`src/rtl/core/shared_buffer_multi_queue_assert.svh`:
```
// Assertion macros for the shared-pool multi-queue.
// Each macro expects clk_i and rst_ni in the scope where it is used.
`ifndef SHARED_BUFFER_MULTI_QUEUE_ASSERT_SVH
`define SHARED_BUFFER_MULTI_QUEUE_ASSERT_SVH

// Same-cycle implication
`define SBMQ_ASSERT_NOW(lbl, ante, cons) \
  lbl: assert property (@(posedge clk_i) disable iff (!rst_ni) (ante) |-> (cons)) \
    else $error("sbmq: same-cycle check failed");

// Next-cycle implication
`define SBMQ_ASSERT_NEXT(lbl, ante, cons) \
  lbl: assert property (@(posedge clk_i) disable iff (!rst_ni) (ante) |=> (cons)) \
    else $error("sbmq: next-cycle check failed");

`endif

```
`src/rtl/core/sbmq_pkg.sv`:
```
`timescale 1ns / 1ps
package sbmq_pkg;

  // Request command
  typedef enum logic {
    CMD_PUSH = 1'b0,
    CMD_POP  = 1'b1
  } cmd_e;

  // Result status codes
  typedef enum logic [1:0] {
    STATUS_OK    = 2'd0,
    STATUS_FULL  = 2'd1,
    STATUS_EMPTY = 2'd2
  } status_e;

  // Sequencer states
  typedef enum logic {
    S_IDLE = 1'b0,
    S_EXEC = 1'b1
  } state_e;

  // Fixed widths of the request and result fields
  localparam int unsigned QID_W  = 3;
  localparam int unsigned WORD_W = 32;

endpackage

```
`src/rtl/core/sbmq_ram.sv`:
```
`timescale 1ns / 1ps
module sbmq_ram #(
  parameter int unsigned WIDTH = 32,
  parameter int unsigned DEPTH = 64
) (
  input  logic                     clk_i,
  input  logic                     we_i,
  input  logic [$clog2(DEPTH)-1:0] waddr_i,
  input  logic [WIDTH-1:0]         wdata_i,
  input  logic                     re_i,
  input  logic [$clog2(DEPTH)-1:0] raddr_i,
  output logic [WIDTH-1:0]         rdata_o
);

  logic [WIDTH-1:0] mem_q [DEPTH];
  logic [WIDTH-1:0] rdata_q;

  // Write port
  always_ff @(posedge clk_i) begin
    if (we_i) begin
      mem_q[waddr_i] <= wdata_i;
    end
  end

  // Registered read port
  always_ff @(posedge clk_i) begin
    if (re_i) begin
      rdata_q <= mem_q[raddr_i];
    end
  end

  assign rdata_o = rdata_q;

endmodule

```
`src/rtl/core/shared_buffer_multi_queue.sv`:
```
`timescale 1ns / 1ps
// Channel   | Handshake              | Payload
// ----------+------------------------+--------------------------------
// request   | start_i / busy_o       | command_i, queue_id_i, data_in_i
// result    | done_o (1-cycle pulse) | status_o, data_out_o
//
// Each request has an accept cycle, which issues the link and data memory reads,
// and an execute cycle, which uses the registered read data and writes back.
// The result is shown in the cycle after that, while the next request is taken.
// busy_o is high during the execute cycle only; the receiver cannot stall.
// Reset needs no clearing pass: untouched link entries are covered by a fill
// count, so a request can be taken as soon as reset is released.
module shared_buffer_multi_queue #(
  parameter int unsigned CELLS      = 64,
  parameter int unsigned QUEUES     = 8,
  parameter int unsigned DATA_WIDTH = 32
) (
  input  logic                                 clk_i,
  input  logic                                 rst_ni,
  input  logic                                 start_i,
  output logic                                 busy_o,
  input  logic                                 command_i,
  input  logic [sbmq_pkg::QID_W-1:0]           queue_id_i,
  input  logic signed [sbmq_pkg::WORD_W-1:0]   data_in_i,
  output logic                                 done_o,
  output logic [1:0]                           status_o,
  output logic signed [sbmq_pkg::WORD_W-1:0]   data_out_o
);

  import sbmq_pkg::*;

  // Pointer width covers the null code CELLS
  localparam int unsigned PW  = $clog2(CELLS + 1);
  localparam int unsigned CIW = $clog2(CELLS);
  localparam int unsigned SW  = (DATA_WIDTH < WORD_W) ? DATA_WIDTH : WORD_W;
  localparam int unsigned QN  = (QUEUES < (1 << QID_W)) ? QUEUES : (1 << QID_W);
  localparam int unsigned QIW = (QN > 1) ? $clog2(QN) : 1;
  localparam int unsigned QD  = 1 << QIW;
  localparam logic [PW-1:0] NULL_PTR = PW'(CELLS);

  state_e          state_q, state_d;
  logic [PW-1:0]   free_head_q;
  logic [PW-1:0]   fill_q;
  logic [PW-1:0]   head_q [QD];
  logic [PW-1:0]   tail_q [QD];

  cmd_e            cmd_q;
  logic [QIW-1:0]  qidx_q;
  logic            refuse_q;
  logic [PW-1:0]   cell_q;
  logic            untouched_q;

  logic            done_q;
  status_e         status_q;
  logic [WORD_W-1:0] data_out_q;

  logic            accept;
  cmd_e            cmd_in;
  logic            q_in_range;
  logic [QIW-1:0]  qidx;
  logic [PW-1:0]   cur_head;
  logic [PW-1:0]   cur_tail;
  logic            refuse;
  logic [PW-1:0]   slot;
  logic            exec_ok;
  logic [PW-1:0]   link_next;

  logic            link_we;
  logic [CIW-1:0]  link_waddr;
  logic [PW-1:0]   link_wdata;
  logic            link_re;
  logic [PW-1:0]   link_rdata;
  logic            data_we;
  logic            data_re;
  logic [SW-1:0]   data_rdata;

  // Decode the request
  assign accept     = start_i && !busy_o;
  assign cmd_in     = cmd_e'(command_i);
  assign q_in_range = ({{(32 - QID_W){1'b0}}, queue_id_i} < 32'(QUEUES));
  assign qidx       = queue_id_i[QIW-1:0];
  assign cur_head   = head_q[qidx];
  assign cur_tail   = tail_q[qidx];
  assign slot       = (cmd_in == CMD_PUSH) ? free_head_q : cur_head;
  assign refuse     = !q_in_range || (slot == NULL_PTR);

  // Execute cycle of a request that goes ahead
  assign exec_ok    = (state_q == S_EXEC) && !refuse_q;

  // Entries never allocated still hold their reset link
  assign link_next  = untouched_q ? (cell_q + PW'(1)) : link_rdata;

  // Link memory: chain behind the tail at accept, relink the cell afterward
  always_comb begin
    link_we    = 1'b0;
    link_waddr = cur_tail[CIW-1:0];
    link_wdata = free_head_q;
    if (exec_ok) begin
      link_we    = 1'b1;
      link_waddr = cell_q[CIW-1:0];
      link_wdata = (cmd_q == CMD_PUSH) ? NULL_PTR : free_head_q;
    end else if (accept && !refuse && (cmd_in == CMD_PUSH) &&
                 (cur_head != NULL_PTR) && (cur_tail != NULL_PTR)) begin
      link_we = 1'b1;
    end
  end

  assign link_re = accept && !refuse;
  assign data_we = accept && !refuse && (cmd_in == CMD_PUSH);
  assign data_re = accept && !refuse && (cmd_in == CMD_POP);

  sbmq_ram #(
    .WIDTH (PW),
    .DEPTH (CELLS)
  ) u_link_ram (
    .clk_i   (clk_i),
    .we_i    (link_we),
    .waddr_i (link_waddr),
    .wdata_i (link_wdata),
    .re_i    (link_re),
    .raddr_i (slot[CIW-1:0]),
    .rdata_o (link_rdata)
  );

  sbmq_ram #(
    .WIDTH (SW),
    .DEPTH (CELLS)
  ) u_data_ram (
    .clk_i   (clk_i),
    .we_i    (data_we),
    .waddr_i (slot[CIW-1:0]),
    .wdata_i (data_in_i[SW-1:0]),
    .re_i    (data_re),
    .raddr_i (slot[CIW-1:0]),
    .rdata_o (data_rdata)
  );

  // Next state
  always_comb begin
    state_d = state_q;
    case (state_q)
      S_IDLE: begin
        if (start_i) begin
          state_d = S_EXEC;
        end
      end
      S_EXEC: begin
        state_d = S_IDLE;
      end
      default: begin
        state_d = S_IDLE;
      end
    endcase
  end

  // State outputs
  always_comb begin
    case (state_q)
      S_IDLE:  busy_o = 1'b0;
      S_EXEC:  busy_o = 1'b1;
      default: busy_o = 1'b0;
    endcase
  end

  always_ff @(posedge clk_i or negedge rst_ni) begin
    if (!rst_ni) begin
      state_q <= S_IDLE;
    end else begin
      state_q <= state_d;
    end
  end

  // Hold the request for the write-back cycle
  always_ff @(posedge clk_i) begin
    if (accept) begin
      cmd_q       <= cmd_in;
      qidx_q      <= qidx;
      refuse_q    <= refuse;
      cell_q      <= slot;
      untouched_q <= (slot >= fill_q);
    end
  end

  // Advance free list, fill count and queue pointers
  always_ff @(posedge clk_i or negedge rst_ni) begin
    if (!rst_ni) begin
      free_head_q <= '0;
      fill_q      <= '0;
      for (int i = 0; i < QD; i++) begin
        head_q[i] <= NULL_PTR;
        tail_q[i] <= NULL_PTR;
      end
    end else if (exec_ok) begin
      if (cmd_q == CMD_PUSH) begin
        free_head_q    <= link_next;
        tail_q[qidx_q] <= cell_q;
        if (head_q[qidx_q] == NULL_PTR) begin
          head_q[qidx_q] <= cell_q;
        end
        if (cell_q == fill_q) begin
          fill_q <= fill_q + PW'(1);
        end
      end else begin
        head_q[qidx_q] <= link_next;
        free_head_q    <= cell_q;
      end
    end
  end

  // Result strobe
  always_ff @(posedge clk_i or negedge rst_ni) begin
    if (!rst_ni) begin
      done_q <= 1'b0;
    end else begin
      done_q <= (state_q == S_EXEC);
    end
  end

  // Result payload
  always_ff @(posedge clk_i) begin
    if (state_q == S_EXEC) begin
      if (refuse_q) begin
        if (cmd_q == CMD_PUSH) begin
          status_q <= STATUS_FULL;
        end else begin
          status_q <= STATUS_EMPTY;
        end
        data_out_q <= '0;
      end else begin
        status_q   <= STATUS_OK;
        data_out_q <= (cmd_q == CMD_POP) ? WORD_W'(signed'(data_rdata)) : '0;
      end
    end
  end

  assign done_o     = done_q;
  assign status_o   = status_q;
  assign data_out_o = data_out_q;

`include "shared_buffer_multi_queue_assert.svh"

  `SBMQ_ASSERT_NEXT(a_result_follows_exec, busy_o, done_o && !busy_o)
  `SBMQ_ASSERT_NOW(a_free_head_in_range, 1'b1, free_head_q <= NULL_PTR)
  `SBMQ_ASSERT_NOW(a_fill_in_range, 1'b1, fill_q <= NULL_PTR)
  `SBMQ_ASSERT_NOW(a_exec_cell_valid, exec_ok, cell_q < NULL_PTR)

endmodule

```
`config.mk`:
```
export PLATFORM = sky130hd
export DESIGN_NAME = shared_buffer_multi_queue
export DESIGN_NICKNAME = d
export VERILOG_FILES = /design/src/rtl/core/sbmq_pkg.sv /design/src/rtl/core/sbmq_ram.sv /design/src/rtl/core/shared_buffer_multi_queue.sv
export VERILOG_INCLUDE_DIRS = /design/src /design/src/rtl/core
export SDC_FILE = /design/constraint.sdc
export NUM_CORES = 2
export LEC_CHECK = 0
export BUFFER_PORTS_ARGS = -buffer_cell sky130_fd_sc_hd__buf_2
export CORE_MARGIN = 2
export CORE_UTILIZATION = 60
export DETAILED_ROUTE_END_ITERATION = 10
export PLACE_DENSITY = 0.74
export SLEW_MARGIN = 20
export SYNTH_ARGS = -nofsm -noshare
export SYNTH_HDL_FRONTEND = slang
export SYNTH_HIERARCHICAL = 1
export SYNTH_SLANG_ARGS = --single-unit
```
`constraint.sdc`:
```
create_clock -name clk_i -period 7.2 [get_ports clk_i]
set_input_delay 1.44 -clock clk_i [delete_from_list [all_inputs] [get_ports clk_i]]
set_output_delay 1.44 -clock clk_i [all_outputs]
set_load 0.02 [all_outputs]
```
==> out/metrics.yaml <==
power:
  p_per_area_nw_per_um2: 318
  peakVddDrop_uv: 256
  power_leakage_nw: 37.2
  p_total_mw: 37.4
sta:
  timing.setup.tns_ns: 0
  fin_skew_ns: 0.0449
  rsz0062_at_grt: "false"
  hold_violations: 0
  max_freq_mhz: 180
  worstMarginPinSlew_ns: 1.15
  setup_viol: 0
  drv_slew: 0
  slew_headroom_pct: 23.3
  timing.final.crit_share_pct: 77.0
  fin_crit_ns: 5.54
status:
  violations: "antenna rules"
  outcome: "finished, violations left"
synthesis:
  syn_avg_cell_area_um2: 21.8
  synthArstFlopShare_pct: 4.72
  synth_xor_area_share_pct: 0.142
  syn_inst: 4812
  yosys_warnings: 6
  syn-num-nets: 4860
  synth_cell_types: 62
  synth_top_family_by_area: "multiplexers"
  yosysMostFrequentCell: "edfxtp_1"
  synth.top_cells.by_area: "edfxtp_1 74%, mux4_2 15%, dfrtp_1 2.7%, mux2i_1 1.3%, mux2_2 1.2%"
  synthAdderAreaFrac_pct: 0.107
  synth_mux_area_share_pct: 17.1
  synth-simple-area-share_pct: 2.47
  synth_top_area_cell: "edfxtp_1"
  synth_area_um2: 105000
  synth_ff_type: "edfxtp_1"
  yosys-top-cells-count: "2582 x edfxtp_1, 679 x mux4_2, 246 x nor2_1"
  ys_ff_latch: 2710
  synth_edf_count: 2582
  synth_top_area_share_pct: 73.8
  synth_compound_area_share_pct: 2.10
  ys_seq_area_share_pct: 76.8
clocking:
  cts-root-buf: "clkbuf_16"
  cts_resized: 0
  clock_latency_ns: 0.93
  h-tree-depth: 5
  numCtsBuffers: 280
  cts_tree: "built"
  cts_setup_buffers: 0
  clk_pin_slew_ns: 0.06
  cts_max_path_buffers: 4
  clkSinkCount: 2710
  hold_buffers: 0
job:
  maxCapViolations: 0
die:
  rows: 153
  coreArea_um2: 174000
  pin_count: 75
  die_area_um2: 179000
  die_y_um: 423
  start_util_pct: 60.4
  die_w_um: 423
worst_setup_path:
  path_class: "in -> reg"
  critPathArrivalTime_ns: 6.17
  regToRegStartpoint: "head_q[11]$_DFFE_PN0P_"
  crit_path_end_kind: "register"
  required_ns: 7.83
  crit_start: "queue_id_i[2]"
  cp_max_fo: 92
  cp-start-kind: "input port"
  rrSetupSlack_ns: 2.49
placed_design:
  port_buffers: 74
  place.gp.congestion: 0.886
  place_inst: 7124
  hpwl_um: 140000
global_route:
  grt_overflow: 0
  grt_max_degree: 116
  antenna_found_initial: 2
  grt_usage_pct: 28.1
  grt_pass1_wl_um: 362000
  grt_pass1_vias: 52200
finish:
  finalNetCount: 5129
  area_growth_syn_to_layout_pct: 12.0
  drive_gt1_share_pct: 28.4
  final_cells: 7599
routing:
  routedWlPerCell_um: 32.7
  wl_um: 249000
  ant_nets: 1
  drc_errors: 0
  dr.first_iter.drc_count: 6430
  dr.pass1.iters: 6
  vias_per_cell: 6.79
  vias: 51600
worst_hold_path:
  min_from: "tail_q[49]$_DFFE_PN0P_"
  hp-class: "reg -> reg"
## sequential cells by signal, summed over array words and instances (netlist names), 7 cells and up
name                flops
head_q                 56
u_data_ram/mem_q     2048
cell_q                  7
tail_q                 56
data_out_o             32
u_link_ram/rdata_o      7
u_data_ram/rdata_o     32
u_link_ram/mem_q      448
free_head_q             7
fill_q                  7
## critical path: stages
cell     delay (ns)
buf_2          0.66
mux4_2         0.35
mux2i_1        0.14
a21oi_4        0.23
buf_12         0.49
buf_12         0.51
buf_4          0.58
mux4_2         0.41
mux2i_1        0.35
a21oi_1        0.25
a21oi_1        0.47
nor2_1         0.10
## path summary, 6_finish.rpt
path / to / cells past startpoint
worst max register to register: u_data_ram/mem_q[18][13]$_DFFE_PP_ / 11
worst min-delay path: tail_q[49]$_DFFE_PN0P_ / 2
min in group asynchronous: state_q$_DFF_PN0_ / 1
worst max-delay path: u_data_ram/rdata_o[5]$_DFFE_PP_ / 12
worst min register to register: tail_q[49]$_DFFE_PN0P_ / 2
max in group asynchronous: tail_q[39]$_DFFE_PN0P_ / 2
## per-stage QoR
step | utilization, % | setup WS, ns | hold WS (ns) | instance area [um2]
finish | 67.7 | 1.66 | 0.491 | 118000
global route | 67.7 | 1.54 | 0.514 | 118000
CTS | 67.6 | 1.80 | 0.485 | 118000
detailed placement | 62.9 | 0.816 | 0.473 | 109000
global placement | 62.8 | 0.887 | 0.461 | 109000
floorplan | - | 0.699 | 0.449 | 105000
## kinds of logic (layout without fill, tap and decap cells)
group | after synthesis | after routing
flops | 2710 | 2710
mux | 928 | 928
simple gates | 528 | 528
compound gates | 342 | 342
buf+inv | 278 | 734
xor+xnor | 17 | 17
fa+ha+maj | 9 | 9
other cells | 0 | 6
## power by group
| part | switching, mW | internal (mW) | total, mW |
|---|---|---|---|
| Clock | 5.68 | 7.71 | 13.4 |
| Sequential | 0.220 | 17.8 | 18.0 |
| Combinational | 3.46 | 2.56 | 6.01 |
## area by class of cell
type                            instances  area [um2]
Inverter                               15        63.8
Clock inverter                        113         787
Tap cell                             2325        2910
Timing Repair Buffer                  250        2140
Sequential cell                      2710       80800
Clock buffer                          356        7500
Antenna cell                            6        15.0
Multi-Input combinational cell       1824       23600
Fill cell                           10400       56300
## cell usage in the layout, fill, tap and decap left out, drive strengths merged, types with 8 or more instances in the layout
master | synthesis | routed
xnor2 | 12 | 12
dfstp | 16 | 16
a21oi | 96 | 96
nand2b | 24 | 24
mux2i | 137 | 137
mux2 | 112 | 112
nand3b | 14 | 14
mux4 | 679 | 679
o21ai | 37 | 37
nor3 | 25 | 25
nor2b | 32 | 32
clkinv | 2 | 98
and2 | 36 | 36
inv | 13 | 16
ha | 9 | 9
nand2 | 60 | 60
nand3 | 25 | 25
a22oi | 24 | 24
o22ai | 96 | 96
dfrtp | 112 | 112
a311oi | 9 | 9
o31ai | 8 | 8
nor2 | 248 | 248
clkbuf | 119 | 356
o221ai | 36 | 36
edfxtp | 2582 | 2582
buf | 144 | 250
nor3b | 8 | 8
bufinv | 0 | 11
or3b | 8 | 8
## per-layer routing
layer	GRT usage, %	wire length [um]
met1	40.7	96900
met2	44.1	120000
met3	6.00	24800
met4	8.11	7110
met5	0	28
Note: power is estimated with default switching activity, not from simulation.
